`src/rtl/dqpr_pkg.sv`:
```
`default_nettype none
package dqpr_pkg;

   localparam int unsigned DQPR_CAPACITY = 16;
   localparam int unsigned DQPR_ID_WIDTH = 8;

   localparam int unsigned OP_W  = 3;
   localparam int unsigned VAL_W = 8;
   localparam int unsigned POS_W = 5;
   localparam int unsigned ST_W  = 2;
   localparam int unsigned OCC_W = 5;

   typedef enum logic [OP_W-1:0] {
      OP_PUSH_BACK  = 3'd0,
      OP_PUSH_FRONT = 3'd1,
      OP_POP_FRONT  = 3'd2,
      OP_POP_BACK   = 3'd3,
      OP_REMOVE     = 3'd4
   } dqpr_op_type;

   typedef enum logic [ST_W-1:0] {
      STAT_OK    = 2'd0,
      STAT_EMPTY = 2'd1,
      STAT_FULL  = 2'd2
   } dqpr_status_type;

   typedef enum logic [1:0] {
      SEQ_IDLE,
      SEQ_FETCH,
      SEQ_SHIFT,
      SEQ_DONE
   } dqpr_state_type;

   typedef struct packed {
      logic [OP_W-1:0]  operation;
      logic [VAL_W-1:0] value;
      logic [POS_W-1:0] position;
   } dqpr_req_type;

   typedef struct packed {
      logic [ST_W-1:0]  status;
      logic [VAL_W-1:0] removed_value;
      logic [OCC_W-1:0] occupancy;
   } dqpr_rsp_type;

endpackage
`default_nettype wire

```
`src/rtl/dqpr_ram.sv`:
```
`default_nettype none
module dqpr_ram #(
   parameter int unsigned WIDTH  = 8,
   parameter int unsigned DEPTH  = 16,
   parameter int unsigned ADDR_W = $clog2(DEPTH)
) (
   input  logic              clock,
   input  logic              wr_en,
   input  logic [ADDR_W-1:0] wr_addr,
   input  logic [WIDTH-1:0]  wr_data,
   input  logic [ADDR_W-1:0] rd_addr,
   output logic [WIDTH-1:0]  rd_data
);

   logic [WIDTH-1:0] mem_ff [DEPTH];
   logic [WIDTH-1:0] rd_data_ff;

   always_ff @(posedge clock) begin
      if (wr_en) begin
         mem_ff[wr_addr] <= wr_data;
      end
      rd_data_ff <= mem_ff[rd_addr];
   end

   assign rd_data = rd_data_ff;

endmodule
`default_nettype wire

```
`src/rtl/dqpr_slot_unit.sv`:
```
`default_nettype none
module dqpr_slot_unit #(
   parameter int unsigned CAPACITY = 16,
   parameter int unsigned IDX_W    = $clog2(CAPACITY)
) (
   input  logic [IDX_W-1:0] base,
   input  logic [IDX_W-1:0] offset,
   output logic [IDX_W-1:0] slot
);

   localparam int unsigned SUM_W = IDX_W + 1;
   localparam logic [SUM_W-1:0] CAP_SUM = SUM_W'(CAPACITY);

   logic [SUM_W-1:0] sum;

   // Both operands are below the capacity, so one conditional subtract wraps the sum.
   always_comb begin
      sum = SUM_W'(base) + SUM_W'(offset);
      if (sum >= CAP_SUM) begin
         slot = IDX_W'(sum - CAP_SUM);
      end else begin
         slot = IDX_W'(sum);
      end
   end

endmodule
`default_nettype wire

```
`src/rtl/deque_with_positional_removal.sv`:
```
// Pushes, rejected operations and unused codes go from acceptance straight to the
// result; pops first read the entry from the store, and a positional removal then
// moves each later entry through the single RAM read port and the shared slot
// adder, one entry per cycle.
// One item is in work at a time; the next is taken once the result is registered.
// Synchronous reset empties the queue and clears the front index; store contents stay.
`default_nettype none
module deque_with_positional_removal #(
   parameter int unsigned CAPACITY = dqpr_pkg::DQPR_CAPACITY,
   parameter int unsigned ID_WIDTH = dqpr_pkg::DQPR_ID_WIDTH
) (
   input  logic                   clock,
   input  logic                   reset,
   input  logic                   req_valid,
   output logic                   req_stall,
   input  dqpr_pkg::dqpr_req_type req_data,
   output logic                   rsp_valid,
   input  logic                   rsp_stall,
   output dqpr_pkg::dqpr_rsp_type rsp_data
);
   import dqpr_pkg::*;

   localparam int unsigned IDX_W   = $clog2(CAPACITY);
   localparam int unsigned CNT_W   = $clog2(CAPACITY + 1);
   localparam int unsigned STORE_W = (ID_WIDTH < VAL_W) ? ID_WIDTH : VAL_W;
   localparam int unsigned CMP_W   = (CNT_W > POS_W) ? CNT_W : POS_W;
   localparam logic [CNT_W-1:0] CAP_CNT  = CNT_W'(CAPACITY);
   localparam logic [IDX_W-1:0] LAST_OFS = IDX_W'(CAPACITY - 1);

   dqpr_state_type     state_ff, state_in;
   logic [OP_W-1:0]    op_ff, op_in;
   logic [CNT_W-1:0]   cnt_ff, cnt_in;
   logic [IDX_W-1:0]   front_ff, front_in;
   logic [IDX_W-1:0]   idx_ff, idx_in;
   logic [IDX_W-1:0]   raddr_ff, raddr_in;
   logic [IDX_W-1:0]   wr_addr_ff, wr_addr_in;
   dqpr_rsp_type       res_ff, res_in;
   dqpr_rsp_type       rsp_ff, rsp_in;
   logic               rsp_valid_ff, rsp_valid_in;

   logic               accept;
   logic               full;
   logic               empty;
   logic               more;
   logic [CMP_W-1:0]   pos_ext;
   logic [CMP_W-1:0]   cnt_ext;
   logic [IDX_W-1:0]   k_ofs;
   logic [IDX_W-1:0]   ofs;
   logic [IDX_W-1:0]   slot;
   logic               ram_we;
   logic [IDX_W-1:0]   ram_waddr;
   logic [STORE_W-1:0] ram_wdata;
   logic [STORE_W-1:0] ram_rdata;

   dqpr_slot_unit #(
      .CAPACITY (CAPACITY),
      .IDX_W    (IDX_W)
   ) u_slot (
      .base   (front_ff),
      .offset (ofs),
      .slot   (slot)
   );

   dqpr_ram #(
      .WIDTH  (STORE_W),
      .DEPTH  (CAPACITY),
      .ADDR_W (IDX_W)
   ) u_store (
      .clock   (clock),
      .wr_en   (ram_we),
      .wr_addr (ram_waddr),
      .wr_data (ram_wdata),
      .rd_addr (slot),
      .rd_data (ram_rdata)
   );

   assign req_stall = (state_ff != SEQ_IDLE);
   assign accept    = req_valid && !req_stall;
   assign full      = (cnt_ff == CAP_CNT);
   assign empty     = (cnt_ff == '0);
   assign more      = (CNT_W'(idx_ff) + CNT_W'(1)) < cnt_ff;
   assign pos_ext   = CMP_W'(req_data.position);
   assign cnt_ext   = CMP_W'(cnt_ff);

   // Position zero means the front; positions past the end mean the last entry.
   always_comb begin
      if (pos_ext == '0) begin
         k_ofs = '0;
      end else if (pos_ext > cnt_ext) begin
         k_ofs = IDX_W'(cnt_ff - CNT_W'(1));
      end else begin
         k_ofs = IDX_W'(pos_ext - CMP_W'(1));
      end
   end

   always_comb begin
      state_in = state_ff;
      unique case (state_ff)
         SEQ_IDLE: begin
            if (accept) begin
               if ((req_data.operation inside {OP_POP_FRONT, OP_POP_BACK, OP_REMOVE})
                   && !empty) begin
                  state_in = SEQ_FETCH;
               end else begin
                  state_in = SEQ_DONE;
               end
            end
         end
         SEQ_FETCH: begin
            if ((op_ff == OP_REMOVE) && more) begin
               state_in = SEQ_SHIFT;
            end else begin
               state_in = SEQ_DONE;
            end
         end
         SEQ_SHIFT: begin
            if (!more) begin
               state_in = SEQ_DONE;
            end
         end
         SEQ_DONE: begin
            if (!rsp_valid_ff || !rsp_stall) begin
               state_in = SEQ_IDLE;
            end
         end
         default: state_in = SEQ_IDLE;
      endcase
   end

   always_comb begin
      op_in        = op_ff;
      cnt_in       = cnt_ff;
      front_in     = front_ff;
      idx_in       = idx_ff;
      raddr_in     = raddr_ff;
      wr_addr_in   = wr_addr_ff;
      res_in       = res_ff;
      rsp_in       = rsp_ff;
      rsp_valid_in = rsp_valid_ff && rsp_stall;
      ofs          = '0;
      ram_we       = 1'b0;
      ram_waddr    = slot;
      ram_wdata    = STORE_W'(req_data.value);

      unique case (state_ff)
         SEQ_IDLE: begin
            if (accept) begin
               op_in                = req_data.operation;
               res_in.status        = STAT_OK;
               res_in.removed_value = '0;
               res_in.occupancy     = OCC_W'(cnt_ff);
               case (req_data.operation) inside
                  OP_PUSH_BACK: begin
                     if (full) begin
                        res_in.status = STAT_FULL;
                     end else begin
                        ofs              = IDX_W'(cnt_ff);
                        ram_we           = 1'b1;
                        cnt_in           = cnt_ff + CNT_W'(1);
                        res_in.occupancy = OCC_W'(cnt_ff + CNT_W'(1));
                     end
                  end
                  OP_PUSH_FRONT: begin
                     if (full) begin
                        res_in.status = STAT_FULL;
                     end else begin
                        ofs              = LAST_OFS;
                        ram_we           = 1'b1;
                        front_in         = slot;
                        cnt_in           = cnt_ff + CNT_W'(1);
                        res_in.occupancy = OCC_W'(cnt_ff + CNT_W'(1));
                     end
                  end
                  OP_POP_FRONT, OP_POP_BACK, OP_REMOVE: begin
                     if (empty) begin
                        res_in.status = STAT_EMPTY;
                     end else begin
                        if (req_data.operation == OP_POP_FRONT) begin
                           ofs = '0;
                        end else if (req_data.operation == OP_POP_BACK) begin
                           ofs = IDX_W'(cnt_ff - CNT_W'(1));
                        end else begin
                           ofs = k_ofs;
                        end
                        raddr_in = slot;
                        idx_in   = ofs;
                     end
                  end
                  default: ;
               endcase
            end
         end
         SEQ_FETCH: begin
            res_in.status        = STAT_OK;
            res_in.removed_value = VAL_W'(ram_rdata);
            res_in.occupancy     = OCC_W'(cnt_ff - CNT_W'(1));
            if (op_ff == OP_POP_FRONT) begin
               ofs      = IDX_W'(1);
               front_in = slot;
               cnt_in   = cnt_ff - CNT_W'(1);
            end else if ((op_ff == OP_REMOVE) && more) begin
               ofs        = idx_ff + IDX_W'(1);
               raddr_in   = slot;
               wr_addr_in = raddr_ff;
               idx_in     = idx_ff + IDX_W'(1);
            end else begin
               cnt_in = cnt_ff - CNT_W'(1);
            end
         end
         SEQ_SHIFT: begin
            // The entry read last cycle moves one place toward the front.
            ram_we    = 1'b1;
            ram_waddr = wr_addr_ff;
            ram_wdata = ram_rdata;
            if (more) begin
               ofs        = idx_ff + IDX_W'(1);
               raddr_in   = slot;
               wr_addr_in = raddr_ff;
               idx_in     = idx_ff + IDX_W'(1);
            end else begin
               cnt_in = cnt_ff - CNT_W'(1);
            end
         end
         SEQ_DONE: begin
            if (!rsp_valid_ff || !rsp_stall) begin
               rsp_in       = res_ff;
               rsp_valid_in = 1'b1;
            end
         end
         default: ;
      endcase
   end

   always_ff @(posedge clock) begin
      if (reset) begin
         state_ff     <= SEQ_IDLE;
         cnt_ff       <= '0;
         front_ff     <= '0;
         rsp_valid_ff <= 1'b0;
      end else begin
         state_ff     <= state_in;
         cnt_ff       <= cnt_in;
         front_ff     <= front_in;
         rsp_valid_ff <= rsp_valid_in;
      end
      op_ff      <= op_in;
      idx_ff     <= idx_in;
      raddr_ff   <= raddr_in;
      wr_addr_ff <= wr_addr_in;
      res_ff     <= res_in;
      rsp_ff     <= rsp_in;
   end

   assign rsp_valid = rsp_valid_ff;
   assign rsp_data  = rsp_ff;

   a_cnt_bound: assert property (@(posedge clock) disable iff (reset)
      cnt_ff <= CAP_CNT)
      else $error("entry count exceeds capacity");

   a_push_grows: assert property (@(posedge clock) disable iff (reset)
      (accept && !full && ((req_data.operation == OP_PUSH_BACK) ||
                           (req_data.operation == OP_PUSH_FRONT)))
      |=> (cnt_ff == CNT_W'($past(cnt_ff) + CNT_W'(1))))
      else $error("accepted push did not grow the queue");

   a_shift_addr: assert property (@(posedge clock) disable iff (reset)
      (state_ff == SEQ_SHIFT) |-> (wr_addr_ff != raddr_ff))
      else $error("shift writes the slot it is reading");

   a_done_holds: assert property (@(posedge clock) disable iff (reset)
      (state_ff == SEQ_DONE) && rsp_valid_ff && rsp_stall |=> (state_ff == SEQ_DONE))
      else $error("result dropped while output register was occupied");

endmodule
`default_nettype wire
```
`config.mk`:
```
export PLATFORM = sky130hd
export DESIGN_NAME = deque_with_positional_removal
export DESIGN_NICKNAME = d
export VERILOG_FILES = /design/src/rtl/dqpr_pkg.sv /design/src/rtl/dqpr_ram.sv /design/src/rtl/dqpr_slot_unit.sv /design/src/rtl/deque_with_positional_removal.sv
export SDC_FILE = /design/constraint.sdc
export NUM_CORES = 1
export LEC_CHECK = 0
export BUFFER_PORTS_ARGS = -buffer_cell sky130_fd_sc_hd__buf_2
export CORE_ASPECT_RATIO = 0.5
export CORE_UTILIZATION = 55
export CTS_CLUSTER_DIAMETER = 100
export CTS_CLUSTER_SIZE = 10
export DETAILED_ROUTE_END_ITERATION = 7
export PLACE_DENSITY = 0.73
export SLEW_MARGIN = 25
export SYNTH_ARGS = -nofsm -noshare
export SYNTH_HDL_FRONTEND = slang
export SYNTH_SLANG_ARGS = --single-unit
```
`constraint.sdc`:
```
create_clock -name clock -period 5.4 [get_ports clock]
set_input_delay 1.08 -clock clock [delete_from_list [all_inputs] [get_ports clock]]
set_output_delay 1.08 -clock clock [all_outputs]
set_load 0.005 [all_outputs]
```
; After elaboration in Yosys (flattened, before gate mapping)
; Memory sizes are Yosys's and may differ from the RTL's. A register that Yosys moved wholly into a read port is not among the register bits.
; Cells that the tools add are included.
[totals]
reg_bits = 57
latch_bits = 0
ram_bits = 128
romBits = 0
inputBits = 20
wordCells = 152
n_memories = 1
[classes]
addsub = 7
n_mul = 0
n_div = 0
order_cmp = 3
eq_ne = 24
n_shift = 0
muxes = 76
bitwise_logic = 0
n_reduce_logical = 27
[mem_list]
columns = name, depth, word_bits, rd, rd_clocked_by_memory_dff, write_ports, line_no
row1 = u_store.mem_ff, 16, 8, 1, 1, 1, dqpr_ram.sv:15  ; logic [WIDTH-1:0] mem_ff [DEPTH];
[op_table]
columns = cell, count
row1 = 2-to-1 mux 4 bit, 40
row2 = one-hot mux 4 bit (3 select lines), 3
row3 = 2-to-1 mux 5 bit, 7
row4 = one-hot mux 15 bit (2 select lines), 1
row5 = "!= test 2 bit, second input constant", 13
row6 = one-hot mux 4 bit (2 select lines), 2
row7 = 2-to-1 mux 15 bit, 1
row8 = one-hot mux 5 bit (3 select lines), 1
row9 = 2-to-1 mux 2 bit, 7
row10 = 2-to-1 mux 1 bit, 11
row11 = zero test 5 bit, 2
row12 = "== test 3 x 2 -> 1 bit, second input constant", 3
row13 = AND reduction 9 bit, 1
row14 = 2-to-1 mux 8 bit, 1
row15 = one-hot mux 2 bit (4 select lines), 1
row16 = AND reduction 4 bit, 2
row17 = "subtractor 4 x 1 -> 4 bit, second input constant", 2
row18 = "== test 3 bit, second input constant", 2
row19 = AND reduction 2 bit, 3
row20 = AND reduction 6 bit, 1
row21 = nonzero test 2 bit, 3
row22 = nonzero test 3 bit, 2
row23 = "adder 4 x 1 -> 5 bit, second input constant", 1
row24 = adder 4 x 4 -> 5 bit, 1
row25 = 19 further kinds, 26

; Logic depth before layout (Yosys ltp)
; Gate-level depths: netlist of run 1.
[depth]
ltp_word = 20
mapped_depth = 18
mapped_depth_nobuf = 18

; Hierarchy
; From an unflattened synthesis of run 1, not the netlist that was laid out.
[unflattened]
cells_unflattened = 524
hier_area_um2 = 8341.8
[by_module_without_submodules]
columns = mod, instances, cells_each, area_per_inst_um2, seq_area_each_um2
row1 = dqpr_ram, 1, 229, 5147.4, 4003.8
row2 = deque_with_positional_removal, 1, 286, 3094.2, 1591.5
row3 = dqpr_slot_unit, 1, 9, 100.1, 0.0

; Worst setup path before layout of run 1
; OpenSTA, ideal clock, no wires.
[synth_timing]
kind = input to register
from = input req_data[2] (netlist name)
to = memory u_store.mem_ff[9][0] (enable)
arrival_time_ns = 4.734
required_ns = 5.017
slack_ns = 0.282
stages = 15
path_buffers = 0
path_cell_list = ha_1 -> a211oi_2 -> o221ai_2 -> a211o_2 -> o22ai_1 -> a21oi_1 -> o21ai_0 -> ha_1 -> a21o_1 -> a21oi_1 -> xor2_1 -> and2_2 -> mux2i_4 -> and3_4 -> nor3_1
[synth_between]
elab_chain_cells = 15
[synth_lines]
columns = element, line_no
row1 = from (decl), deque_with_positional_removal.sv:16  ; input dqpr_pkg::dqpr_req_type req_data,
row2 = subtractor 4 x 1 -> 4 bit or greater-than comparator 5 bit (tied branches), "deque_with_positional_removal.sv:92, deque_with_positional_removal.sv:89"
row3 = 2-to-1 mux 4 bit, deque_with_positional_removal.sv:89  ; end else if (pos_ext > cnt_ext) begin
row4 = 2-to-1 mux 4 bit *, deque_with_positional_removal.sv:87  ; if (pos_ext == '0) begin
row5 = 2-to-1 mux 4 bit *, deque_with_positional_removal.sv:180  ; end else if (req_data.operation == OP_POP_BACK) begin
row6 = 2-to-1 mux 4 bit *, deque_with_positional_removal.sv:178  ; if (req_data.operation == OP_POP_FRONT) begin
row7 = 2-to-1 mux 4 bit *, deque_with_positional_removal.sv:175  ; if (empty) begin
row8 = 2-to-1 mux 4 bit * (3 in a row), deque_with_positional_removal.sv:152  ; case (req_data.operation) inside
row9 = 2-to-1 mux 4 bit *, deque_with_positional_removal.sv:147  ; if (accept) begin
row10 = one-hot mux 4 bit (3 select lines) *, deque_with_positional_removal.sv:145  ; unique case (state_ff)
row11 = adder 4 x 4 -> 5 bit *, dqpr_slot_unit.sv:18  ; sum = SUM_W'(base) + SUM_W'(offset);
row12 = subtractor 4 x 1 -> 4 bit or greater-or-equal comparator 5 bit (tied branches), "dqpr_slot_unit.sv:20, dqpr_slot_unit.sv:19"
row13 = 2-to-1 mux 4 bit *, dqpr_slot_unit.sv:19  ; if (sum >= CAP_SUM) begin
row14 = 2-to-1 mux 4 bit *, deque_with_positional_removal.sv:145
row15 = to (decl), dqpr_ram.sv:15
; Every way passes the cells marked *; elsewhere a longest branch is shown, timed or not.

; Worst setup path after layout of run 1
[layout_timing]
from = input req_data[2] (netlist name)
to = memory u_store.mem_ff[0][6] (enable)
; The elaborated chain is that of the path after synthesis.

==> summary.txt, run 1 <==
Final layout
  – Share of layout cells above drive strength 1: 26.2%
  – Final #Nets: 644
  – Fill cell count: 1011
  – Area Overhead vs Synth: 13.9%
  – Final cell count without fillers: 813
  – Util after Layout: 65.4%
  – Antenna Cells: 0

Job
  – Max Cap Viol: 0

Die
  – Die area: 16000 µm²
  – I/O pin count: 37
  – Rows: 31
  – Die height: 89.9 µm
  – Starting Density: 57.4%
  – Die X: 178 µm
  – Core footprint: 14800 µm²

Global route
  – Initial antenna violation count: 0
  – Vias in the first global route: 4739
  – GRT overflow: 0
  – Tot GR Track Use: 22.9%
  – First-pass GRT wire length: 26.7 mm
  – Largest net degree at the start of global routing: 33

Logic synthesis
  – Seq/Total Area, Yosys: 65.9%
  – Post-synthesis compound-gate area fraction: 6.18%
  – Post-Synth Simple-Gate Area: 7.69%
  – EDFF count, synth: 173
  – Distinct cells, synth: 64
  – Syn Area/Cell: 15.8 µm²
  – Mapped Nets: 581
  – Cells after synthesis: 539
  – Portion of netlist area occupied by mux cells: 13.9%
  – Post-synth top flop: edfxtp_1
  – Flops & latches, synth: 193
  – XOR/XNOR share of the synthesized area: 1.13%
  – Post-Synth Adder-Cell Area: 3.33%
  – Largest family of logic cells by synthesized area: multiplexers
  – Syn. warnings: 0
  – Netlist Area Pre-Place: 8490 µm²
  – Ys async rst share: 0%

Worst setup path
  – Critical path required time: 5.54 ns
  – Startpoint types: input port
  – CP Capture Type: flop
  – Reg2reg path depth: 17
  – WP buf/inv: 2
  – Crit Path Max Fanout: 8
  – CP max stage delay: 0.39 ns
  – Worst path slowest cell: mux2i_4
  – Setup Crit Path Kind: in -> reg
  – CP arrival: 5.06 ns
  – Top cell family by delay on the critical path: compound AO/OA/AOI/OAI gates
  – Cell chain of the critical path: buf_2, ha_1, a211oi_2, o221ai_2, a211o_2, o22ai_1, a21oi_1, o21ai_0, ha_1, a21o_1, a21oi_1, xor2_1, a31oi_1, mux2i_4, a31oi_2, nor2_1, buf_4
  – Crit path depth: 17

Worst hold path
  – Worst Hold Class: reg -> reg
  – Hold depth: 0

STA
  – Final worst path period need: 4.92 ns
  – Slew HR: 30.5%
  – Fmax: 203 MHz
  – RSZ-0062 raised after global routing: false
  – TNS Setup: 0 ns
  – Fin. Hold Viols: 0
  – Clock Skew: 0.0133 ns
  – Count of final setup violators: 0
  – Slew @ Worst Pin: 1.04 ns
  – Slew Limit Fails: 0
  – Crit share post-route: 91.0%

Drt
  – 1st-iter DRT viols: 468
  – DRC Markers: 0
  – Routed wl met2: 8.15 mm
  – Vias/cell: 6.00
  – Post-Route WL: 17.2 mm
  – WL met1: 7.51 mm
  – Routed wl met3: 1.39 mm
  – DR vias: 4882
  – Antenna-violating nets left: 0
  – First drt pass iteration count: 5
  – Drt wl/cell: 21.2 µm
  – Top routing layer in use: met4

Power
  – Leak: 3.30 nW
  – PwrDens: 585 nW/µm²
  – Total Power: 0.00566 W
  – Max IR drop VDD: 0.281 mV

Place
  – Inst Count DP: 781
  – RePlAce Congestion: 0.856
  – Port Buffers: 36
  – Post-DP HPWL: 11.5 mm

Clock network
  – Post-CTS Hold Buffers: 0
  – PostCTS Resize Cnt: 0
  – CTS Sinks: 193
  – Clk_lat worst skew: 0.43 ns
  – Clock-pin transition on the worst setup and hold timing paths: 0.08 ns
  – Setup Fix Bufs, Post-CTS: 0
  – Total CTS buffers: 17
  – Maximum root-to-sink buffer count: 2
  – CTS root buffer: clkbuf_16
  – CTS tree: built
  – H-tree levels: 4

Run status
  – Status: complete, no violations
[power by group]
part / leakage (nW) / total, W / internal, W / switching, W
Clock: 0.301 / 0.00128 / 0.000671 / 0.000607
Combinational: 1.26 / 0.00220 / 0.000916 / 0.00128
Sequential: 1.74 / 0.00218 / 0.00205 / 0.000131
Total: 3.30 / 0.00566 / 0.00364 / 0.00202
[layer usage]
layer / GRT usage (%) / vias up
met5: 0 / -
met4: 6.48 / 0
met3: 4.99 / 18
met2: 36.1 / 224
met1: 32.3 / 2412
li1: - / 2228
[synthesized netlist by cell type, drive strengths merged (2+ instances only)]
cell	number	area share (%)
dfxtp	20	4.7
inv	15	0.66
nor3	15	0.94
nand3	4	0.24
mux4	32	8.5
and3	4	0.41
a22oi	2	0.18
buf	7	0.68
or3	3	0.22
nand2	29	1.4
a21oi	24	1.4
and2	12	0.94
o21ai	18	1.1
nand3b	3	0.27
nand2b	2	0.15
mux2i	32	4.1
a21boi	2	0.18
or2	2	0.15
a211o	3	0.32
xnor2	7	0.72
clkbuf	12	0.53
a21o	4	0.37
ha	21	3.1
o211ai	2	0.18
mux2	10	1.3
nor2	40	1.8
xor2	4	0.41
o21a	3	0.28
nand4	2	0.15
edfxtp	173	61
nor3b	4	0.41
a31oi	10	1.1
[state kept, by name, indices dropped and copies added, names as in the netlist, 2 cells and up]
register and flops:
u_store.mem_ff 128, res_ff 15, rsp_data 15, u_store.rd_data 8
cnt_ext 5, front_ff 4, idx_ff 4, raddr_ff 4
wr_addr_ff 4, op_ff 3, state_ff 2
[cell families after synthesis]
family          Yosys count
compound gates           78
mux                      74
simple gates            127
xor+xnor                 11
buf+inv                  34
flops                   193
fa+ha+maj                22
[final cells by class]
cell class / count / area, µm² / area share (%)
Clock buffer: 18 / 429 / 4.44
Clock inverter: 14 / 196 / 2.03
Inverter: 15 / 56.3 / 0.583
Multi-Input combinational cell: 312 / 2750 / 28.4
Sequential cell: 193 / 5600 / 57.9
Tap cell: 198 / 248 / 2.56
Timing Repair Buffer: 63 / 395 / 4.09
[per-stage QoR]
| stage | setup WS, ns | area (µm²) | hold WS (ns) |
|---|---|---|---|
| floorplan | 0.282 | 8490 | 0.400 |
| global placement | 0.280 | 9040 | 0.400 |
| detailed placement | 0.103 | 9040 | 0.405 |
| CTS | 0.463 | 9670 | 0.413 |
| global route | 0.119 | 9670 | 0.419 |
| finish | 0.485 | 9670 | 0.414 |
[placed cells by master, fill, tap and decap left out, types with 14 or more instances in the layout]
| master | count |
|---|---|
| buf_4 | 26 |
| mux4_2 | 32 |
| nor2_1 | 40 |
| o21ai_0 | 17 |
| buf_2 | 36 |
| dfxtp_1 | 20 |
| inv_1 | 15 |
| nor3_1 | 14 |
| mux2i_1 | 30 |
| a21oi_1 | 24 |
| nand2_1 | 28 |
| ha_1 | 20 |
| edfxtp_1 | 173 |
| clkbuf_16 | 17 |
[worst reg2reg max path, delay by kind of cell (launching register included)]
family,cells,cell delay (ns)
AO/OA/AOI/OAI,10,2.09
adder cells (fa/ha/maj),2,0.64
AND/OR/NAND/NOR,1,0.16
XOR/XNOR,1,0.35
buffers and inverters,2,0.40
multiplexers,1,0.39
flip-flops,1,0.51
[final timing paths]
path	start	to	slack [ns]
worst max register to register	cnt_ext[3]	u_store.mem_ff[0][6]	0.55
worst min register to register	raddr_ff[2]	wr_addr_ff[2]	0.41
worst max-delay path	req_data[2]	u_store.mem_ff[0][6]	0.48
worst min-delay path	raddr_ff[2]	wr_addr_ff[2]	0.41
(Power assumes the default switching activity.)
==> inputs of run 2 (changes only) <==
--- a/config.mk
+++ b/config.mk
@@ -7,11 +7,11 @@
 export LEC_CHECK = 0
 export BUFFER_PORTS_ARGS = -buffer_cell sky130_fd_sc_hd__buf_2
 export CORE_ASPECT_RATIO = 0.5
-export CORE_UTILIZATION = 55
+export CORE_UTILIZATION = 60
 export CTS_CLUSTER_DIAMETER = 100
 export CTS_CLUSTER_SIZE = 10
 export DETAILED_ROUTE_END_ITERATION = 7
-export PLACE_DENSITY = 0.73
+export PLACE_DENSITY = 0.76
 export SLEW_MARGIN = 25
 export SYNTH_ARGS = -nofsm -noshare
 export SYNTH_HDL_FRONTEND = slang
==> constraint.sdc (replaced) <==
create_clock -name clock -period 5.3 [get_ports clock]
set_input_delay 1.06 -clock clock [delete_from_list [all_inputs] [get_ports clock]]
set_output_delay 1.06 -clock clock [all_outputs]
set_load 0.005 [all_outputs]
==> summary.txt, run 2 (synthesized netlist as in run 1, its figures left out) <==
Clock network
  – Clk_lat worst skew: 0.44 ns (was 0.43 ns)
  – CTS Sinks: 193 (unchanged)
  – H-tree levels: 4 (unchanged)
  – Total CTS buffers: 17 (unchanged)
  – Clock-pin transition on the worst setup and hold timing paths: 0.07 ns (was 0.08 ns)
  – Maximum root-to-sink buffer count: 2 (unchanged)
  – Setup Fix Bufs, Post-CTS: 0 (unchanged)
  – CTS root buffer: clkbuf_16 (unchanged)
  – CTS tree: built (unchanged)
  – Post-CTS Hold Buffers: 0 (unchanged)
  – PostCTS Resize Cnt: 0 (unchanged)

Worst setup path
  – Worst path slowest cell: mux2i_4 (unchanged)
  – Crit Path Max Fanout: 8 (unchanged)
  – CP arrival: 4.93 ns (was 5.06 ns)
  – Setup Crit Path Kind: in -> reg (unchanged)
  – CP Capture Type: flop (unchanged)
  – Startpoint types: input port (unchanged)
  – Critical path required time: 5.45 ns (was 5.54 ns)
  – Cell chain of the critical path: buf_2, ha_1, a211oi_2, o221ai_2, a211o_2, o22ai_1, a21oi_1, o21ai_0, ha_1, a21o_1, a21oi_1, xor2_1, a31oi_1, mux2i_4, a31oi_2, nor2_1, buf_4 (unchanged)
  – CP max stage delay: 0.35 ns (was 0.39 ns)

Final layout
  – Largest reg by FF count: u_store.mem_ff (unchanged)
  – Fill cell count: 912 (was 1011)
  – Area Overhead vs Synth: 13.6% (was 13.9%)
  – Share of layout cells above drive strength 1: 26.2% (unchanged)
  – Antenna Cells: 0 (unchanged)
  – Commonest non-fill, non-tap cell in the layout: edfxtp_1 (unchanged)
  – Commonest non-fill, non-tap cells in the layout: edfxtp_1 (173), nor2_1 (40), buf_2 (36) (unchanged)
  – Footprint of the multi-input gates: 2750 µm² (unchanged)
  – Final #Nets: 644 (unchanged)
  – FF+latch area: 5600 µm² (unchanged)
  – Post-Layout Inst Area: 9650 µm² (was 9670 µm²)
  – Number of flip-flops in the largest register: 128 (unchanged)

Drt
  – Vias/cell: 6.10 (was 6.00)
  – Drt wl/cell: 22.0 µm (was 21.2 µm)
  – First drt pass iteration count: 8 (was 5)
  – Antenna-violating nets left: 0 (unchanged)
  – 1st-iter DRT viols: 437 (was 468)
  – DRC Markers: 0 (unchanged)
  – DR vias: 4923 (was 4882)
  – Post-Route WL: 17.7 mm (was 17.2 mm)

Die
  – Die area: 14700 µm² (was 16000 µm²)
  – Core footprint: 13700 µm² (was 14800 µm²)
  – Starting Density: 62.1% (was 57.4%)
  – Die height: 86.1 µm (was 89.9 µm)
  – Die X: 170 µm (was 178 µm)
  – I/O pin count: 37 (unchanged)
  – Rows: 30 (was 31)

Global route
  – Largest net degree at the start of global routing: 34 (was 33)
  – Initial antenna violation count: 0 (unchanged)
  – First-pass GRT wire length: 27.0 mm (was 26.7 mm)
  – Tot GR Track Use: 25.9% (was 22.9%)
  – GRT overflow: 0 (unchanged)
  – Vias in the first global route: 4827 (was 4739)

STA
  – Slew HR: 39.3% (was 30.5%)
  – TNS Setup: 0 ns (unchanged)
  – Final worst slack: 0.515 ns (was 0.485 ns)
  – Slew Limit Fails: 0 (unchanged)
  – Hold_ws: 0.418 ns (was 0.414 ns)
  – Final worst path period need: 4.79 ns
  – Crit share post-route: 90.3%
  – RSZ-0062 raised after global routing: false (unchanged)
  – Fmax: 209 MHz
  – Clock Skew: 0.0162 ns (was 0.0133 ns)
  – Slew @ Worst Pin: 0.911 ns (was 1.04 ns)
  – Count of final setup violators: 0 (unchanged)
  – Fin. Hold Viols: 0 (unchanged)

Place
  – RePlAce Congestion: 0.894 (was 0.856)
  – Post-DP HPWL: 11.4 mm (was 11.5 mm)
  – Placed inst area: 9030 µm² (was 9040 µm²)
  – Dpl ws: 0.124 ns (was 0.103 ns)
  – Port Buffers: 36 (unchanged)

Run status
  – Status: complete, no violations (unchanged)

Job
  – Max Cap Viol: 0 (unchanged)

Power
  – Max IR drop VDD: 0.312 mV (was 0.281 mV)
  – Leak: 3.30 nW (about the same)
  – PwrDens: 601 nW/µm² (was 585 nW/µm²)

Worst hold path
  – Worst Hold Class: reg -> reg (unchanged)
-- run 2: cell types whose count changed in the layout (fill, tap and decap cells not counted) --
cell	change
inv_8	+1
clkinv_1	+1
clkinv_8	-3
inv_12	+1
clkbuf_1	-1
inv_6	+1
-- run 2: metal layers --
metal  global-route usage, %  part of all wire (%)  vias to the layer above
li1                        -                     -                     2227
met2                    40.8                    47                      240
met1                    36.7                    43                     2429
met3                    5.77                   8.3                       27
met4                    7.53                   1.4                        0
met5                       0                     0                        -
-- run 2: critical path, delay by kind of cell --
family	cells	cell delay [ns]
AND/OR/NAND/NOR	1	0.15
multiplexers	1	0.35
AO/OA/AOI/OAI	10	2.11
XOR/XNOR	1	0.31
adder cells (fa/ha/maj)	2	0.62
buffers and inverters	2	0.31
-- run 2: through the flow --
stage / instances / total power (W) / util (%)
floorplan: 539 / 0.00385 / -
finish: 807 / 0.00579 / 70.6
CTS: 807 / 0.00580 / 70.6
detailed placement: 775 / 0.00448 / 66.1
global placement: 775 / 0.00443 / 66.1
global route: 807 / 0.00607 / 70.6
-- run 2: final cells by class --
cell class                      instances  share of cell area, %
Clock buffer                           17                   4.41
Timing Repair Buffer                   63                   4.10
Clock inverter                         15                   1.95
Inverter                               15                  0.584
Sequential cell                       193                   58.0
Multi-Input combinational cell        312                   28.5
Tap cell                              192                   2.49
-- run 2: report_power, final --
part           switching, W  internal, W  total, W
clock              0.000618     0.000681   0.00130
sequential         0.000138      0.00209   0.00223
combinational       0.00133     0.000937   0.00226
total               0.00208      0.00371   0.00579
-- run 2: worst paths after layout --
| path | start | end | slack (ns) | cells past startpoint |
|---|---|---|---|---|
| worst max-delay path | req_data[2] | u_store.mem_ff[2][7] | 0.51 | 17 |
| worst min register to register | raddr_ff[0] | wr_addr_ff[0] | 0.42 | 0 |
| worst min-delay path | raddr_ff[0] | wr_addr_ff[0] | 0.42 | 0 |
| worst max register to register | cnt_ext[3] | u_store.mem_ff[2][7] | 0.54 | 17 |
==> inputs of run 3 (changes only) <==
--- a/config.mk
+++ b/config.mk
@@ -7,11 +7,11 @@
 export LEC_CHECK = 0
 export BUFFER_PORTS_ARGS = -buffer_cell sky130_fd_sc_hd__buf_2
 export CORE_ASPECT_RATIO = 0.5
-export CORE_UTILIZATION = 60
+export CORE_UTILIZATION = 45
 export CTS_CLUSTER_DIAMETER = 100
 export CTS_CLUSTER_SIZE = 10
 export DETAILED_ROUTE_END_ITERATION = 7
-export PLACE_DENSITY = 0.76
+export PLACE_DENSITY = 0.59
 export SLEW_MARGIN = 25
 export SYNTH_ARGS = -nofsm -noshare
 export SYNTH_HDL_FRONTEND = slang
==> summary.txt, run 3 (synthesized netlist as in run 1, its figures left out) <==
Run status
  – Status: complete, no violations (unchanged)

Final layout
  – Commonest non-fill, non-tap cells in the layout: edfxtp_1 (173), nor2_1 (40), buf_2 (36) (unchanged)
  – Commonest non-fill, non-tap cell in the layout: edfxtp_1 (unchanged)
  – Fill cell count: 1492 (was 912)
  – Largest reg by FF count: u_store.mem_ff (unchanged)
  – Area Overhead vs Synth: 14.3% (was 13.6%)
  – FF+latch area: 5600 µm² (unchanged)
  – Footprint of the multi-input gates: 2750 µm² (unchanged)
  – Antenna Cells: 0 (unchanged)
  – Share of layout cells above drive strength 1: 26.2% (about the same)
  – Number of flip-flops in the largest register: 128 (unchanged)
  – Final #Nets: 645 (was 644)

Power
  – Clock power share: 21.8% (was 22.4%)
  – P_sw: 0.00204 W (was 0.00208 W)
  – Flop pwr share: 38.4% (was 38.5%)
  – PwrDens: 592 nW/µm² (was 601 nW/µm²)
  – Internal: 0.00370 W (was 0.00371 W)
  – Net Sw Frac: 35.5% (was 36.0%)
  – Leak: 3.29 nW (was 3.30 nW)
  – Comb pwr share: 39.8% (was 39.1%)
  – Max IR drop VDD: 0.262 mV (was 0.312 mV)

Die
  – Die area: 19500 µm² (was 14700 µm²)
  – Starting Density: 46.0% (was 62.1%)
  – Die height: 99.1 µm (was 86.1 µm)
  – Core footprint: 18400 µm² (was 13700 µm²)
  – Die X: 196 µm (was 170 µm)
  – Rows: 35 (was 30)
  – I/O pin count: 37 (unchanged)

Drt
  – DR vias: 4701 (was 4923)
  – Vias/cell: 5.38 (was 6.10)
  – Antenna-violating nets left: 0 (unchanged)
  – Post-Route WL: 17.9 mm (was 17.7 mm)
  – First drt pass iteration count: 5 (was 8)
  – DRC Markers: 0 (unchanged)
  – Drt wl/cell: 20.5 µm (was 22.0 µm)
  – 1st-iter DRT viols: 372 (was 437)

Global route
  – GRT overflow: 0 (unchanged)
  – Tot GR Track Use: 19.6% (was 25.9%)
  – Largest net degree at the start of global routing: 36 (was 34)
  – First-pass GRT wire length: 27.7 mm (was 27.0 mm)
  – Vias in the first global route: 4760 (was 4827)
  – Initial antenna violation count: 0 (unchanged)

STA
  – TNS Setup: 0 ns (unchanged)
  – Clock Skew: 0.0152 ns (was 0.0162 ns)
  – Slew Limit Fails: 0 (unchanged)
  – Hold_ws: 0.418 ns (about the same)
  – Slew @ Worst Pin: 0.904 ns (was 0.911 ns)
  – Fin. Hold Viols: 0 (unchanged)
  – Final worst path period need: 4.76 ns (was 4.79 ns)
  – Slew HR: 39.7% (was 39.3%)
  – RSZ-0062 raised after global routing: false (unchanged)
  – Count of final setup violators: 0 (unchanged)
  – Fmax: 210 MHz (was 209 MHz)
  – Crit share post-route: 89.7% (was 90.3%)

Worst setup path
  – Top cell family by delay on the critical path: compound AO/OA/AOI/OAI gates (unchanged)
  – Setup Crit Path Kind: in -> reg (unchanged)
  – Reg-to-reg setup timing slack: 0.58 ns (was 0.54 ns)
  – Critical path required time: 5.43 ns (was 5.45 ns)
  – Startpoint types: input port (unchanged)
  – Crit Path Max Fanout: 8 (unchanged)
  – Worst path slowest cell: o21ai_0 (was mux2i_4)
  – Cell chain of the critical path: buf_2, ha_1, a211oi_2, o221ai_2, a211o_2, o22ai_1, a21oi_1, o21ai_0, ha_1, a21o_1, a21oi_1, xor2_1, a31oi_1, mux2i_4, a31oi_2, nor2_1, buf_4 (unchanged)
  – CP arrival: 4.89 ns (was 4.93 ns)
  – CP max stage delay: 0.35 ns (about the same)
  – CP Capture Type: flop (unchanged)
  – WP buf/inv: 2 (unchanged)

Clock network
  – Post-CTS Hold Buffers: 0 (unchanged)
  – PostCTS Resize Cnt: 0 (unchanged)
  – Total CTS buffers: 17 (unchanged)
  – H-tree levels: 4 (unchanged)
  – Setup Fix Bufs, Post-CTS: 0 (unchanged)
  – CTS tree: built (unchanged)
  – CTS root buffer: clkbuf_16 (unchanged)
  – CTS Sinks: 193 (unchanged)
  – Clock-pin transition on the worst setup and hold timing paths: 0.07 ns (about the same)
  – Clk_lat worst skew: 0.43 ns (was 0.44 ns)
  – Maximum root-to-sink buffer count: 2 (unchanged)

Place
  – Port Buffers: 36 (unchanged)
  – Post-DP HPWL: 12.0 mm (was 11.4 mm)
  – RePlAce Congestion: 0.818 (was 0.894)

Worst hold path
  – Worst Hold Class: reg -> reg (unchanged)

Job
  – Max Cap Viol: 0 (unchanged)
==> run 3: layer usage <==
layer  routed length, µm  GRT usage [%]  vias to the layer above
li1                    -              -                     2227
met1                8210           27.3                     2336
met2                8320           31.3                      120
met3                1050           4.41                       18
met4                 286           5.77                        0
met5                   0              0                        -
==> run 3: worst paths after layout <==
check,startpoint,endpoint,cells after the start
max reg2reg,cnt_ext[3],u_store.mem_ff[3][4],17
min,res_ff[0],rsp_data[0],0
max,req_data[2],u_store.mem_ff[3][4],17
min reg2reg,res_ff[0],rsp_data[0],0
==> run 3: power by group through the flow <==
stage	clock network, W	registers, W	logic (W)
floorplan	0	0.00220	0.00165
global placement	0	0.00223	0.00229
detailed placement	0	0.00224	0.00230
CTS	0.00129	0.00221	0.00231
global route	0.00134	0.00224	0.00252
finish	0.00125	0.00221	0.00228
==> run 3: layout make-up <==
cell class | instances | area share, %
flip-flops and latches | 193 | 57.6
repair buffers | 64 | 4.28
clock inverters | 13 | 1.50
multi-input cells | 312 | 28.3
well taps | 259 | 3.34
inverters | 15 | 0.580
clock buffers | 17 | 4.38
==> run 3: per-stage QoR <==
step / cells / setup slack, ns / total power, W / instance area [µm²] / util (%)
floorplan: 539 / 0.202 / 0.00385 / 8490 / -
finish: 873 / 0.545 / 0.00574 / 9710 / 52.7
detailed placement: 843 / 0.143 / 0.00454 / 9140 / 49.6
global route: 873 / 0.242 / 0.00609 / 9710 / 52.7
CTS: 873 / 0.581 / 0.00581 / 9710 / 52.7
global placement: 843 / 0.261 / 0.00452 / 9140 / 49.6
